$ cat src/hdl/adsr_pkg.sv
// adsr_pkg: shared types and constants of the ADSR envelope generator
// no dependencies; every other file imports it
`timescale 1ns / 1ps
`default_nettype none

package adsr_pkg;

  // level scale: unsigned Q1.15, full scale is 1.0
  localparam logic [15:0] FULL_SCALE = 16'd32768;

  // default width of the elapsed sample counter
  localparam int ADSR_COUNT_WIDTH = 32;

  // ramp lengths, quotient and divider step count
  localparam int LEN_W   = 24;
  localparam int QUO_W   = 16;
  localparam int STEP_W  = $clog2(QUO_W);
  localparam int CFG_IDX_W  = 2;
  localparam int CFG_DATA_W = 24;

  // configuration register indexes
  localparam logic [CFG_IDX_W-1:0] REG_ATTACK_LEN  = 2'd0;
  localparam logic [CFG_IDX_W-1:0] REG_DECAY_LEN   = 2'd1;
  localparam logic [CFG_IDX_W-1:0] REG_SUSTAIN_LVL = 2'd2;
  localparam logic [CFG_IDX_W-1:0] REG_RELEASE_LEN = 2'd3;

  // configuration reset values
  localparam logic [LEN_W-1:0] ATTACK_LEN_RST  = 24'd441;
  localparam logic [LEN_W-1:0] DECAY_LEN_RST   = 24'd4410;
  localparam logic [15:0]      SUSTAIN_LVL_RST = 16'd16384;
  localparam logic [LEN_W-1:0] RELEASE_LEN_RST = 24'd4410;

  // request kind
  localparam logic REQ_STEP    = 1'b0;
  localparam logic REQ_RELEASE = 1'b1;

  // envelope phase
  typedef enum logic [2:0] {
    PH_IDLE     = 3'd0,
    PH_ATTACK   = 3'd1,
    PH_DECAY    = 3'd2,
    PH_SUSTAIN  = 3'd3,
    PH_RELEASE  = 3'd4,
    PH_FINISHED = 3'd5
  } phase_t;

  // controller state
  typedef enum logic [2:0] {
    ST_IDLE,
    ST_EVAL,
    ST_MUL,
    ST_DIV,
    ST_FIN,
    ST_OUT
  } ctrl_state_t;

  // channel payloads
  typedef struct packed {
    logic        req_type;
    logic [15:0] sample_count;
  } in_item_t;

  typedef struct packed {
    logic [15:0] level;
    logic [2:0]  phase;
  } out_item_t;

  // controller to datapath
  typedef struct packed {
    logic load_in;
    logic eval;
    logic mul;
    logic div_step;
    logic fin;
    logic out_load;
  } dp_cmd_t;

  // datapath to controller
  typedef struct packed {
    logic need_div;
    logic div_last;
  } dp_status_t;

endpackage

`default_nettype wire

$ cat src/hdl/adsr_if.sv
// adsr_in_if, adsr_out_if: valid/ready channels of the envelope generator
// depends on adsr_pkg for the payload types
`timescale 1ns / 1ps
`default_nettype none

interface adsr_in_if;
  import adsr_pkg::*;
  logic     valid;
  logic     ready;
  in_item_t data;
  modport source (output valid, output data, input ready);
  modport sink (input valid, input data, output ready);
endinterface

interface adsr_out_if;
  import adsr_pkg::*;
  logic      valid;
  logic      ready;
  out_item_t data;
  modport source (output valid, output data, input ready);
  modport sink (input valid, input data, output ready);
endinterface

`default_nettype wire

$ cat src/hdl/adsr_ctrl.sv
// adsr_ctrl: sequencer of the envelope generator and output valid flag
// depends on adsr_pkg; drives the commands of adsr_dp
`timescale 1ns / 1ps
`default_nettype none

module adsr_ctrl (
  input  wire                     clk,
  input  wire                     rst_n,
  input  wire                     in_valid,
  output logic                    in_ready,
  output logic                    out_valid,
  input  wire                     out_ready,
  input  adsr_pkg::dp_status_t    status,
  output adsr_pkg::dp_cmd_t       cmd
);
  import adsr_pkg::*;

  ctrl_state_t st_r, st_nxt;
  logic        out_valid_r, out_valid_nxt;
  logic        out_free;

  assign out_free  = !out_valid_r || out_ready;
  assign in_ready  = (st_r == ST_IDLE);
  assign out_valid = out_valid_r;

  // next state
  always_comb begin
    st_nxt = st_r;
    case (st_r)
      ST_IDLE: begin
        if (in_valid) st_nxt = ST_EVAL;
      end
      ST_EVAL: begin
        st_nxt = status.need_div ? ST_MUL : ST_OUT;
      end
      ST_MUL:  st_nxt = ST_DIV;
      ST_DIV: begin
        if (status.div_last) st_nxt = ST_FIN;
      end
      ST_FIN:  st_nxt = ST_OUT;
      ST_OUT: begin
        if (out_free) st_nxt = ST_IDLE;
      end
      default: st_nxt = ST_IDLE;
    endcase
  end

  // command outputs
  always_comb begin
    cmd = '0;
    case (st_r)
      ST_IDLE: cmd.load_in  = in_valid;
      ST_EVAL: cmd.eval     = 1'b1;
      ST_MUL:  cmd.mul      = 1'b1;
      ST_DIV:  cmd.div_step = 1'b1;
      ST_FIN:  cmd.fin      = 1'b1;
      ST_OUT:  cmd.out_load = out_free;
      default: cmd = '0;
    endcase
  end

  // output slot: filled on load, emptied when the result is taken
  always_comb begin
    out_valid_nxt = out_valid_r && !out_ready;
    if (cmd.out_load) out_valid_nxt = 1'b1;
  end

  always_ff @(posedge clk) begin
    if (!rst_n) begin
      st_r        <= ST_IDLE;
      out_valid_r <= 1'b0;
    end else begin
      st_r        <= st_nxt;
      out_valid_r <= out_valid_nxt;
    end
  end

`ifndef SYNTHESIS
  // accepted request always goes to evaluation
  a_accept_eval: assert property (@(posedge clk) disable iff (!rst_n)
    (in_valid && in_ready) |=> (st_r == ST_EVAL))
    else $error("accepted request did not enter evaluation");

  // divider runs until its last step
  a_div_hold: assert property (@(posedge clk) disable iff (!rst_n)
    (st_r == ST_DIV && !status.div_last) |=> (st_r == ST_DIV))
    else $error("divider left early");

  // a result never overwrites one still waiting
  a_no_overwrite: assert property (@(posedge clk) disable iff (!rst_n)
    cmd.out_load |-> (!out_valid_r || out_ready))
    else $error("output slot overwritten");

  // a finished result waits while the slot is full
  a_out_wait: assert property (@(posedge clk) disable iff (!rst_n)
    (st_r == ST_OUT && out_valid_r && !out_ready) |=> (st_r == ST_OUT))
    else $error("result dropped while output stalled");

  // no new request while one is in flight
  a_one_at_a_time: assert property (@(posedge clk) disable iff (!rst_n)
    (st_r != ST_IDLE) |-> !in_ready)
    else $error("ready while busy");
`endif

endmodule

`default_nettype wire

$ cat src/hdl/adsr_dp.sv
// adsr_dp: configuration, envelope state, 16x24 multiplier and radix-2 divider
// depends on adsr_pkg; sequenced by adsr_ctrl
`timescale 1ns / 1ps
`default_nettype none

module adsr_dp #(
  parameter int COUNT_WIDTH = adsr_pkg::ADSR_COUNT_WIDTH
) (
  input  wire                                   clk,
  input  wire                                   rst_n,
  input  wire                                   cfg_we,
  input  wire [adsr_pkg::CFG_IDX_W-1:0]         cfg_idx,
  input  wire [adsr_pkg::CFG_DATA_W-1:0]        cfg_data,
  input  adsr_pkg::in_item_t                    in_data,
  output adsr_pkg::out_item_t                   out_data,
  input  adsr_pkg::dp_cmd_t                     cmd,
  output adsr_pkg::dp_status_t                  status
);
  import adsr_pkg::*;

  localparam int EXT_W  = (COUNT_WIDTH > LEN_W) ? COUNT_WIDTH : LEN_W;
  localparam int PROD_W = QUO_W + LEN_W;

  // configuration
  logic [LEN_W-1:0] attack_len_r, decay_len_r, release_len_r;
  logic [15:0]      sustain_r;

  // envelope state
  phase_t                 phase_r, phase_nxt;
  logic [COUNT_WIDTH-1:0] elapsed_r, elapsed_nxt;
  logic [15:0]            cur_level_r, cur_level_nxt;
  logic [15:0]            rel_start_r, rel_start_nxt;

  // latched request and ramp operands
  in_item_t         req_r;
  logic [15:0]      factor_r, factor_nxt;
  logic [LEN_W-1:0] e24_r, div_r, div_nxt;
  logic [15:0]      base_r, base_nxt;
  logic             sub_r, sub_nxt;
  logic             need_div;

  // divider
  logic [LEN_W-1:0]  rem_r;
  logic [QUO_W-1:0]  quo_r;
  logic [STEP_W-1:0] cnt_r;
  logic [PROD_W-1:0] prod;
  logic [LEN_W+1:0]  trial;
  logic              ge;

  out_item_t out_r;

  // configuration writes
  always_ff @(posedge clk) begin
    if (!rst_n) begin
      attack_len_r  <= ATTACK_LEN_RST;
      decay_len_r   <= DECAY_LEN_RST;
      sustain_r     <= SUSTAIN_LVL_RST;
      release_len_r <= RELEASE_LEN_RST;
    end else if (cfg_we) begin
      case (cfg_idx)
        REG_ATTACK_LEN:  attack_len_r  <= cfg_data;
        REG_DECAY_LEN:   decay_len_r   <= cfg_data;
        REG_SUSTAIN_LVL: sustain_r     <= cfg_data[15:0];
        REG_RELEASE_LEN: release_len_r <= cfg_data;
        default: ;
      endcase
    end
  end

  // phase evaluation for the latched request
  logic [COUNT_WIDTH:0]   sum;
  logic [COUNT_WIDTH-1:0] sat, e_new;
  logic [EXT_W-1:0]       e_ext;
  logic [15:0]            s_clamp;
  phase_t                 ph_eff;

  always_comb begin
    sum     = {1'b0, elapsed_r} + (COUNT_WIDTH + 1)'(req_r.sample_count);
    sat     = sum[COUNT_WIDTH] ? {COUNT_WIDTH{1'b1}} : sum[COUNT_WIDTH-1:0];
    e_new   = (phase_r == PH_IDLE) ? '0 : sat;
    ph_eff  = (phase_r == PH_IDLE) ? PH_ATTACK : phase_r;
    e_ext   = EXT_W'(e_new);
    s_clamp = (sustain_r > FULL_SCALE) ? FULL_SCALE : sustain_r;

    phase_nxt     = phase_r;
    elapsed_nxt   = elapsed_r;
    cur_level_nxt = cur_level_r;
    rel_start_nxt = rel_start_r;
    need_div      = 1'b0;
    factor_nxt    = FULL_SCALE;
    div_nxt       = attack_len_r;
    base_nxt      = FULL_SCALE;
    sub_nxt       = 1'b0;

    if (req_r.req_type == REQ_RELEASE) begin
      elapsed_nxt   = '0;
      rel_start_nxt = cur_level_r;
      phase_nxt     = PH_RELEASE;
    end else begin
      elapsed_nxt = e_new;
      phase_nxt   = ph_eff;
      if (phase_r == PH_IDLE) cur_level_nxt = '0;
      case (ph_eff)
        PH_ATTACK: begin
          if (e_ext < EXT_W'(attack_len_r)) begin
            need_div = 1'b1;
          end else begin
            elapsed_nxt   = '0;
            cur_level_nxt = FULL_SCALE;
            phase_nxt     = PH_DECAY;
          end
        end
        PH_DECAY: begin
          factor_nxt = FULL_SCALE - s_clamp;
          div_nxt    = decay_len_r;
          sub_nxt    = 1'b1;
          if (e_ext < EXT_W'(decay_len_r)) begin
            need_div = 1'b1;
          end else begin
            elapsed_nxt   = '0;
            cur_level_nxt = s_clamp;
            phase_nxt     = PH_SUSTAIN;
          end
        end
        PH_RELEASE: begin
          factor_nxt = rel_start_r;
          div_nxt    = release_len_r;
          base_nxt   = rel_start_r;
          sub_nxt    = 1'b1;
          if (e_ext < EXT_W'(release_len_r)) begin
            need_div = 1'b1;
          end else begin
            cur_level_nxt = '0;
            phase_nxt     = PH_FINISHED;
          end
        end
        default: ;
      endcase
    end
  end

  // multiplier and one restoring divider step
  always_comb begin
    prod  = PROD_W'(factor_r) * PROD_W'(e24_r);
    trial = {1'b0, rem_r, quo_r[QUO_W-1]} - {2'b00, div_r};
    ge    = !trial[LEN_W+1];
  end

  // envelope state registers
  always_ff @(posedge clk) begin
    if (!rst_n) begin
      phase_r     <= PH_IDLE;
      elapsed_r   <= '0;
      cur_level_r <= '0;
      rel_start_r <= '0;
    end else if (cmd.eval) begin
      phase_r     <= phase_nxt;
      elapsed_r   <= elapsed_nxt;
      cur_level_r <= cur_level_nxt;
      rel_start_r <= rel_start_nxt;
    end else if (cmd.fin) begin
      cur_level_r <= sub_r ? (base_r - quo_r) : quo_r;
    end
  end

  // divider step counter
  always_ff @(posedge clk) begin
    if (!rst_n) begin
      cnt_r <= '0;
    end else if (cmd.mul) begin
      cnt_r <= '0;
    end else if (cmd.div_step) begin
      cnt_r <= cnt_r + STEP_W'(1);
    end
  end

  // request, operands, divider and output payload
  always_ff @(posedge clk) begin
    if (cmd.load_in) req_r <= in_data;
    if (cmd.eval) begin
      factor_r <= factor_nxt;
      e24_r    <= e_ext[LEN_W-1:0];
      div_r    <= div_nxt;
      base_r   <= base_nxt;
      sub_r    <= sub_nxt;
    end
    if (cmd.mul) begin
      rem_r <= prod[PROD_W-1:QUO_W];
      quo_r <= prod[QUO_W-1:0];
    end else if (cmd.div_step) begin
      rem_r <= ge ? trial[LEN_W-1:0] : {rem_r[LEN_W-2:0], quo_r[QUO_W-1]};
      quo_r <= {quo_r[QUO_W-2:0], ge};
    end
    if (cmd.out_load) begin
      out_r.level <= cur_level_r;
      out_r.phase <= phase_r;
    end
  end

  assign status.need_div = need_div;
  assign status.div_last = (cnt_r == STEP_W'(QUO_W - 1));
  assign out_data        = out_r;

endmodule

`default_nettype wire

$ cat src/hdl/adsr_envelope_generator.sv
// adsr_envelope_generator: top level, joins controller and datapath
// depends on adsr_pkg, adsr_if, adsr_ctrl and adsr_dp
//
//   channel   dir  handshake     payload
//   in_chan   in   valid/ready   req_type, sample_count
//   out_chan  out  valid/ready   level, phase
//   cfg_*     in   cfg_we        cfg_idx, cfg_data
//
// a ramp step goes from accept to result through evaluate, one multiply,
// 16 divider steps (one quotient bit per cycle), final subtract, output load
// release requests and steps without a ramp go from evaluate straight to output load
// a new request is taken once the previous result sits in the output register
// synchronous active-low reset; configuration returns to its defaults
// a stalled output holds the sequencer in its output state until taken
`timescale 1ns / 1ps
`default_nettype none

module adsr_envelope_generator #(
  parameter int COUNT_WIDTH = adsr_pkg::ADSR_COUNT_WIDTH
) (
  input  wire                              clk,
  input  wire                              rst_n,
  adsr_in_if.sink                          in_chan,
  adsr_out_if.source                       out_chan,
  input  wire                              cfg_we,
  input  wire [adsr_pkg::CFG_IDX_W-1:0]    cfg_idx,
  input  wire [adsr_pkg::CFG_DATA_W-1:0]   cfg_data
);
  import adsr_pkg::*;

  dp_cmd_t    cmd;
  dp_status_t status;

  adsr_ctrl u_ctrl (
    .clk       (clk),
    .rst_n     (rst_n),
    .in_valid  (in_chan.valid),
    .in_ready  (in_chan.ready),
    .out_valid (out_chan.valid),
    .out_ready (out_chan.ready),
    .status    (status),
    .cmd       (cmd)
  );

  adsr_dp #(
    .COUNT_WIDTH (COUNT_WIDTH)
  ) u_dp (
    .clk      (clk),
    .rst_n    (rst_n),
    .cfg_we   (cfg_we),
    .cfg_idx  (cfg_idx),
    .cfg_data (cfg_data),
    .in_data  (in_chan.data),
    .out_data (out_chan.data),
    .cmd      (cmd),
    .status   (status)
  );

endmodule

`default_nettype wire

$ cat src/flat_wrapper.sv
// flat-port wrapper written by rule: the top's interface ports become plain ports
module adsr_envelope_generator_flat import adsr_pkg::*;
#(
  parameter int COUNT_WIDTH = adsr_pkg::ADSR_COUNT_WIDTH
)
  (clk, rst_n, cfg_we, cfg_idx, cfg_data, in_chan_valid, in_chan_data, in_chan_ready, out_chan_valid, out_chan_data, out_chan_ready);
  adsr_in_if in_chan_i ();
  adsr_out_if out_chan_i ();
  input  wire clk;
  input  wire rst_n;
  input  wire cfg_we;
  input  wire [adsr_pkg::CFG_IDX_W-1:0] cfg_idx;
  input  wire [adsr_pkg::CFG_DATA_W-1:0] cfg_data;
  input wire logic [$bits(in_chan_i.valid)-1:0] in_chan_valid;
  input wire logic [$bits(in_chan_i.data)-1:0] in_chan_data;
  output wire logic [$bits(in_chan_i.ready)-1:0] in_chan_ready;
  output wire logic [$bits(out_chan_i.valid)-1:0] out_chan_valid;
  output wire logic [$bits(out_chan_i.data)-1:0] out_chan_data;
  input wire logic [$bits(out_chan_i.ready)-1:0] out_chan_ready;
  assign in_chan_i.valid = in_chan_valid;
  assign in_chan_i.data = in_chan_data;
  assign in_chan_ready = in_chan_i.ready;
  assign out_chan_valid = out_chan_i.valid;
  assign out_chan_data = out_chan_i.data;
  assign out_chan_i.ready = out_chan_ready;
  adsr_envelope_generator #(.COUNT_WIDTH(COUNT_WIDTH)) u_core (.clk(clk), .rst_n(rst_n), .in_chan(in_chan_i), .out_chan(out_chan_i), .cfg_we(cfg_we), .cfg_idx(cfg_idx), .cfg_data(cfg_data));
endmodule
$ cat config.mk
export PLATFORM = sky130hd
export DESIGN_NAME = adsr_envelope_generator_flat
export DESIGN_NICKNAME = d
export VERILOG_FILES = /design/src/hdl/adsr_pkg.sv /design/src/hdl/adsr_if.sv /design/src/hdl/adsr_ctrl.sv /design/src/hdl/adsr_dp.sv /design/src/hdl/adsr_envelope_generator.sv /design/src/flat_wrapper.sv
export SDC_FILE = /design/constraint.sdc
export NUM_CORES = 2
export LEC_CHECK = 0
export BUFFER_PORTS_ARGS = -buffer_cell sky130_fd_sc_hd__buf_2
export CAP_MARGIN = 20
export CORE_ASPECT_RATIO = 1.75
export CORE_UTILIZATION = 65
export DETAILED_ROUTE_END_ITERATION = 16
export GPL_ROUTABILITY_DRIVEN = 0
export PLACE_DENSITY = 0.85
export SYNTH_ARGS = -nofsm -noshare
export SYNTH_HDL_FRONTEND = slang
export SYNTH_SLANG_ARGS = --single-unit
$ cat constraint.sdc
create_clock -name clk -period 11 [get_ports clk]
set_clock_uncertainty 0.1 [all_clocks]
set_input_delay 0.55 -clock clk [delete_from_list [all_inputs] [get_ports clk]]
set_output_delay 0.55 -clock clk [all_outputs]
set_load 0.02 [all_outputs]
After elaboration in Yosys (flattened, before gate mapping)
Index checks and enable logic that the tools add are counted.

operators by class
  reductions and logical operators = 20
  equal/unequal tests = 16
  $mul = 1
  bitwise gates (word level) = 2
  magnitude comparators = 4
  $add $sub $neg = 5
  muxes and demuxes = 48

operator list
  kind                    count
  $mux 16                 11
  $mux 32                 5
  $lt 32x24->1            3
  $mux 24                 4
  $pmux 32 s2             1
  $pmux 16 s3             1
  $pmux 24 s2             1
  $mul 16x24->40          1
  $add 32x16->33          1
  $pmux 16 s2             1
  $mux 3                  9
  $sub 25x24->26          1
  $pmux 3 s6              1
  $gt 16x16->1 const B    1
  $sub 16x16->16          1
  $sub 16x16->16 const A  1
  $mux 1                  12
  $reduce_and 2->1        6
  $eq 3x2->1 const B      3
  $eq 3x3->1 const B      3
  $pmux 3 s3              1
  $eq 3x1->1 const B      2
  $logic_not 3->1         2
  $ne 2x2->1 const B      3
  14 further kinds        21

storage, ports and cells
  register bits = 320
  output and inout port bits = 21
  word-level logic and storage cells = 118

Depth between registers and ports, before layout
  depth in word-level cells = 9
  gate-level depth with buffers = 25

Modules after synthesis
A second synthesis with hierarchy kept.

second synthesis, totals
  cells, all modules = 3368
  area total of the unflattened synthesis = 30340.3 sq um

modules (own cells, without submodules)
  module     cells an instance  instances  area an instance (sq um)
  adsr_dp    3336               1          30082.6
  adsr_ctrl  32                 1          257.7

Worst setup path before layout
No wires, ideal clock.

  kind = register to register
  start point = reg u_core.u_dp.factor_r[9]
  end point = reg u_core.u_dp.rem_r[19], data pin
  path buffers = 1
  library setup time = 270 ps
  stages on the path, launching flop included = 26
  arrival = 6438 ps
  setup slack = 4192 ps
  period minus slack after synthesis = 6808 ps
  cell sequence = edfxtp_1 > clkbuf_1 > nand2_1 > fa_1 > inv_1 > fa_1 > inv_1 > fa_1 > inv_1 > fa_1 > inv_1 > fa_1 > inv_1 > fa_1 > ha_1 > a21o_1 > a21oi_1 > o2111ai_1 > and3_1 > o41ai_2 > o21bai_1 > a221oi_2 > o21ai_0 > a21oi_1 > xor2_1 > a21oi_1

between the ends
  cells in the longest elaborated chain, start to end = 2

RTL lines
  element                 line            RTL
  from (decl)             adsr_dp.sv:36   logic [15:0] factor_r, factor_nxt;
  from (signal assigned)  adsr_dp.sv:181  factor_r <= factor_nxt;
  $mul 16x24->40          adsr_dp.sv:144  prod = PROD_W'(factor_r) * PROD_W'(e24_r);
  $mux 24                 adsr_dp.sv:187  if (cmd.mul) begin
  to (signal assigned)    adsr_dp.sv:188  rem_r <= prod[PROD_W-1:QUO_W];
  to (signal assigned)    adsr_dp.sv:191  rem_r <= ge ? trial[LEN_W-1:0] : {rem_r[LEN_W-2:0], quo_r[QUO_W-1]};
  to (decl)               adsr_dp.sv:43   logic [LEN_W-1:0] rem_r;

Every way passes these cells.
A chain may end at the register's enable or synchronous reset.

Worst setup path in the final report
  start point = reg u_core.u_dp.factor_r[9]
  end point = reg u_core.u_dp.rem_r[21], data pin

The elaborated chain is that of the path after synthesis.

==> results.py <==
metrics = {
    "yosys": {
        "dominantRegCellSynth": "dfxtp_1",
        "synthArstFlopShare": 0,
        "synth_top_area_frac": 0.208,
        "synth.cell_area_um2": 29700,
        "syn_nets": 3906,
        "synth_largest_area_cell": "fa_1",
        "yosys_warnings": 0,
        "syn_area_per_cell_um2": 8.96,
        "synth_cell_type_count": 95,
        "ys_ff_latch": 320,
        "yosysSeqAreaShare": 0.269,
        "synthCells": 3311,
        "synth-edff-count": 157,
        "synthTopCellsByArea": "fa_1, edfxtp_1, dfxtp_1, ha_1, nand2_1",
    },
    "global_routing": {
        "grt_max_degree": 92,
        "grt_antenna_before_repair": 4,
        "grt_pass1_vias": 26117,
        "overflow": 0,
        "grtUsageTotal": 0.365,
        "grt_pass1_wl_mm": 132,
    },
    "clock_network": {
        "worstSkewPairLatency_ns": 0.59,
        "tritoncts": "yes",
        "clk_pin_slew_ns": 0.08,
        "postCtsSetupRepairBufs": 0,
        "root_buffer": "clkbuf_16",
        "hold_buffers": 0,
        "cts_buffers": 27,
        "cts_resized": 0,
        "htreeDepth": 1,
        "clockBufferDepth": 3,
        "cts_sinks": 320,
    },
    "route": {
        "first_iter_violations": 1988,
        "drc_errors": 0,
        "ant_nets": 0,
        "dr_total_vias": 24479,
        "wirelength_mm": 81.2,
        "via_per_inst": 6.30,
        "post_drt_wl_per_cell_um": 20.9,
        "first_pass_iters": 6,
    },
    "critical_path": {
        "critPathArrivalTime_ns": 8.31,
        "slowest_stage": "edfxtp_1",
        "r2r_start": "u_core.u_dp.factor_r[9]",
        "cp_cell_sequence": "nand2_1 -> fa_1 -> inv_1 -> fa_1 -> inv_1 -> fa_1 -> inv_1 -> fa_1 -> inv_1 -> fa_1 -> inv_1 -> fa_1 -> ha_1 -> a21o_1 -> a21oi_1 -> o2111ai_1 -> and3_1 -> o41ai_2 -> o21bai_1 -> a221oi_2 -> o21ai_0 -> a21oi_1 -> xor2_1 -> o21ai_0",
        "cp_max_fo": 24,
        "startpoint": "u_core.u_dp.factor_r[9]",
        "crit_type": "reg -> reg",
        "start_kind": "flop",
        "cp.required_ns": 11.21,
        "crit_path_end_kind": "flop",
        "crit_top_cell": "fa_1",
        "cpPeakStageDelay_ns": 0.94,
    },
    "sta": {
        "slew_violations": 0,
        "fin_tns_setup_ns": 0,
        "min_period_ns": 8.10,
        "setup_viol": 0,
        "max_freq_mhz": 123,
        "grt_setup_unrepaired": "no",
        "final_hold_viol_count": 0,
        "fin_crit_sh": 0.736,
        "worstMarginPinSlew_ns": 1.06,
        "slew_headroom": 0.295,
    },
    "final_layout": {
        "stdcell_count": 3884,
        "area_delta_synth_final_pct": 5.16,
        "final.fill_count": 3355,
        "ff_latch_area_um2": 7980,
        "multi_input_area_um2": 19300,
        "drive_above_1_share": 0.0569,
        "fin_nets": 3878,
    },
    "status": {
        "status": "finished, final reports clean",
    },
    "die": {
        "io_pins": 69,
        "core_area_um2": 45100,
        "rows": 103,
        "fp.dieH_um": 285,
        "die_area_um2": 46500,
        "start_util": 0.658,
        "dieWidth_um": 164,
    },
    "min_path": {
        "hold_path_class": "in -> reg",
        "hold_path_startpoint": "in_chan_data[0]",
    },
    "placed_design": {
        "io_buffers": 68,
        "place_inst": 3829,
        "dp_hpwl_mm": 62.8,
    },
    "job": {
        "cap_viol_max_count": 0,
    },
}
-- synth_stat cells, types with 8 or more instances --
| cell type | number |
|---|---|
| o31ai_1 | 8 |
| a21oi_1 | 221 |
| dfxtp_1 | 163 |
| ha_1 | 238 |
| o21bai_1 | 14 |
| a211oi_1 | 30 |
| nand2_1 | 568 |
| a22o_1 | 33 |
| a221oi_1 | 8 |
| nand2b_1 | 20 |
| edfxtp_1 | 157 |
| inv_1 | 498 |
| o21ai_1 | 10 |
| nand3_1 | 37 |
| xor2_1 | 37 |
| buf_1 | 9 |
| or3_1 | 13 |
| a31o_2 | 9 |
| nor2_1 | 127 |
| and3_1 | 14 |
| o21a_1 | 18 |
| a21o_1 | 68 |
| fa_1 | 309 |
| xnor2_1 | 49 |
| nor3_1 | 25 |
| nor2b_1 | 13 |
| o211ai_1 | 32 |
| clkbuf_1 | 124 |
| a22oi_1 | 24 |
| mux2i_1 | 8 |
| o21ai_0 | 105 |
| a31oi_1 | 21 |
| nand4_1 | 23 |
| and2_1 | 147 |
-- critical path, delay by kind of cell, from the launching register on --
kind            cells  cell delay, ns
simple gates        2            0.48
buf+inv             5            0.31
xor+xnor            1            0.16
flops               1            0.94
fa+ha+maj           7            3.54
compound gates      9            2.30
-- layer usage --
| metal | part of all wire | vias to the layer above | global-route usage |
|---|---|---|---|
| li1 | - | 10893 | - |
| met1 | 0.33 | 11847 | 0.389 |
| met2 | 0.52 | 1293 | 0.649 |
| met3 | 0.073 | 444 | 0.0547 |
| met4 | 0.080 | 2 | 0.254 |
| met5 | 0.00015 | - | 0 |
-- cell type report --
type,count,share of cell area
clock inverter,14,0.00285
tap,577,0.0231
sequential,320,0.256
antenna,3,0.000241
inverter,499,0.0601
clock buffer,36,0.0257
timing repair buffer,87,0.0154
multi-input combinational,2348,0.617
-- layout by cell type (no fill, tap or decap), types with 105 or more instances in the layout --
cell type,instances
a21oi_1,221
and2_1,147
dfxtp_1,163
edfxtp_1,157
fa_1,309
ha_1,238
inv_1,497
nand2_1,568
nor2_1,124
o21ai_0,105
-- per-stage QoR --
| stage | hold slack, ns | setup slack [ns] | util | instance area (um^2) |
|---|---|---|---|---|
| after floorplan | 0.306 | 4.19 | - | 29700 |
| after global placement | 0.338 | 3.25 | 0.672 | 30300 |
| after detailed placement | 0.344 | 3.07 | 0.672 | 30300 |
| after CTS | 0.0201 | 3.03 | 0.691 | 31200 |
| after global routing | 0.0290 | 2.58 | 0.692 | 31200 |
| final | 0.0377 | 2.90 | 0.692 | 31200 |
-- cell families after synthesis --
logic type	share of synthesized area
mux	0.00308
fa+ha+maj	0.309
simple gates	0.158
xor+xnor	0.0254
compound gates	0.152
buf+inv	0.0831
flops	0.269
-- state kept, by name, indices dropped and copies added, names as in the netlist --
name and count:
u_core.u_dp.decay_len_r 24, u_core.u_dp.e24_r 24, u_core.u_dp.rem_r 24, u_core.u_dp.phase_r 3, u_core.u_ctrl.st_r 3, u_core.u_dp.elapsed_r 32, u_core.u_dp.factor_r 16, u_core.u_dp.out_data 19
u_core.u_dp.div_r 24, u_core.u_dp.req_r 17, u_core.u_dp.cnt_r 4, u_core.u_dp.quo_r 16, u_core.u_dp.release_len_r 24, u_core.u_dp.rel_start_r 16, u_core.u_dp.cur_level_r 16, u_core.u_dp.sustain_r 16
u_core.u_ctrl.out_valid 1, u_core.u_dp.sub_r 1, u_core.u_dp.base_r 16, u_core.u_dp.attack_len_r 24
-- final timing paths --
kind | to | slack, ns | cells past startpoint
setup / recovery | u_core.u_dp.rem_r[21] | 2.90 | 24
hold / removal | u_core.u_dp.req_r[0] | 0.04 | 1
setup reg to reg | u_core.u_dp.rem_r[21] | 2.90 | 24
hold reg to reg | u_core.u_dp.rel_start_r[5] | 0.35 | 2
Power is left out: the tool's default activity adds up to more than one toggle a clock period on the data nets, which glitch-free logic cannot reach.
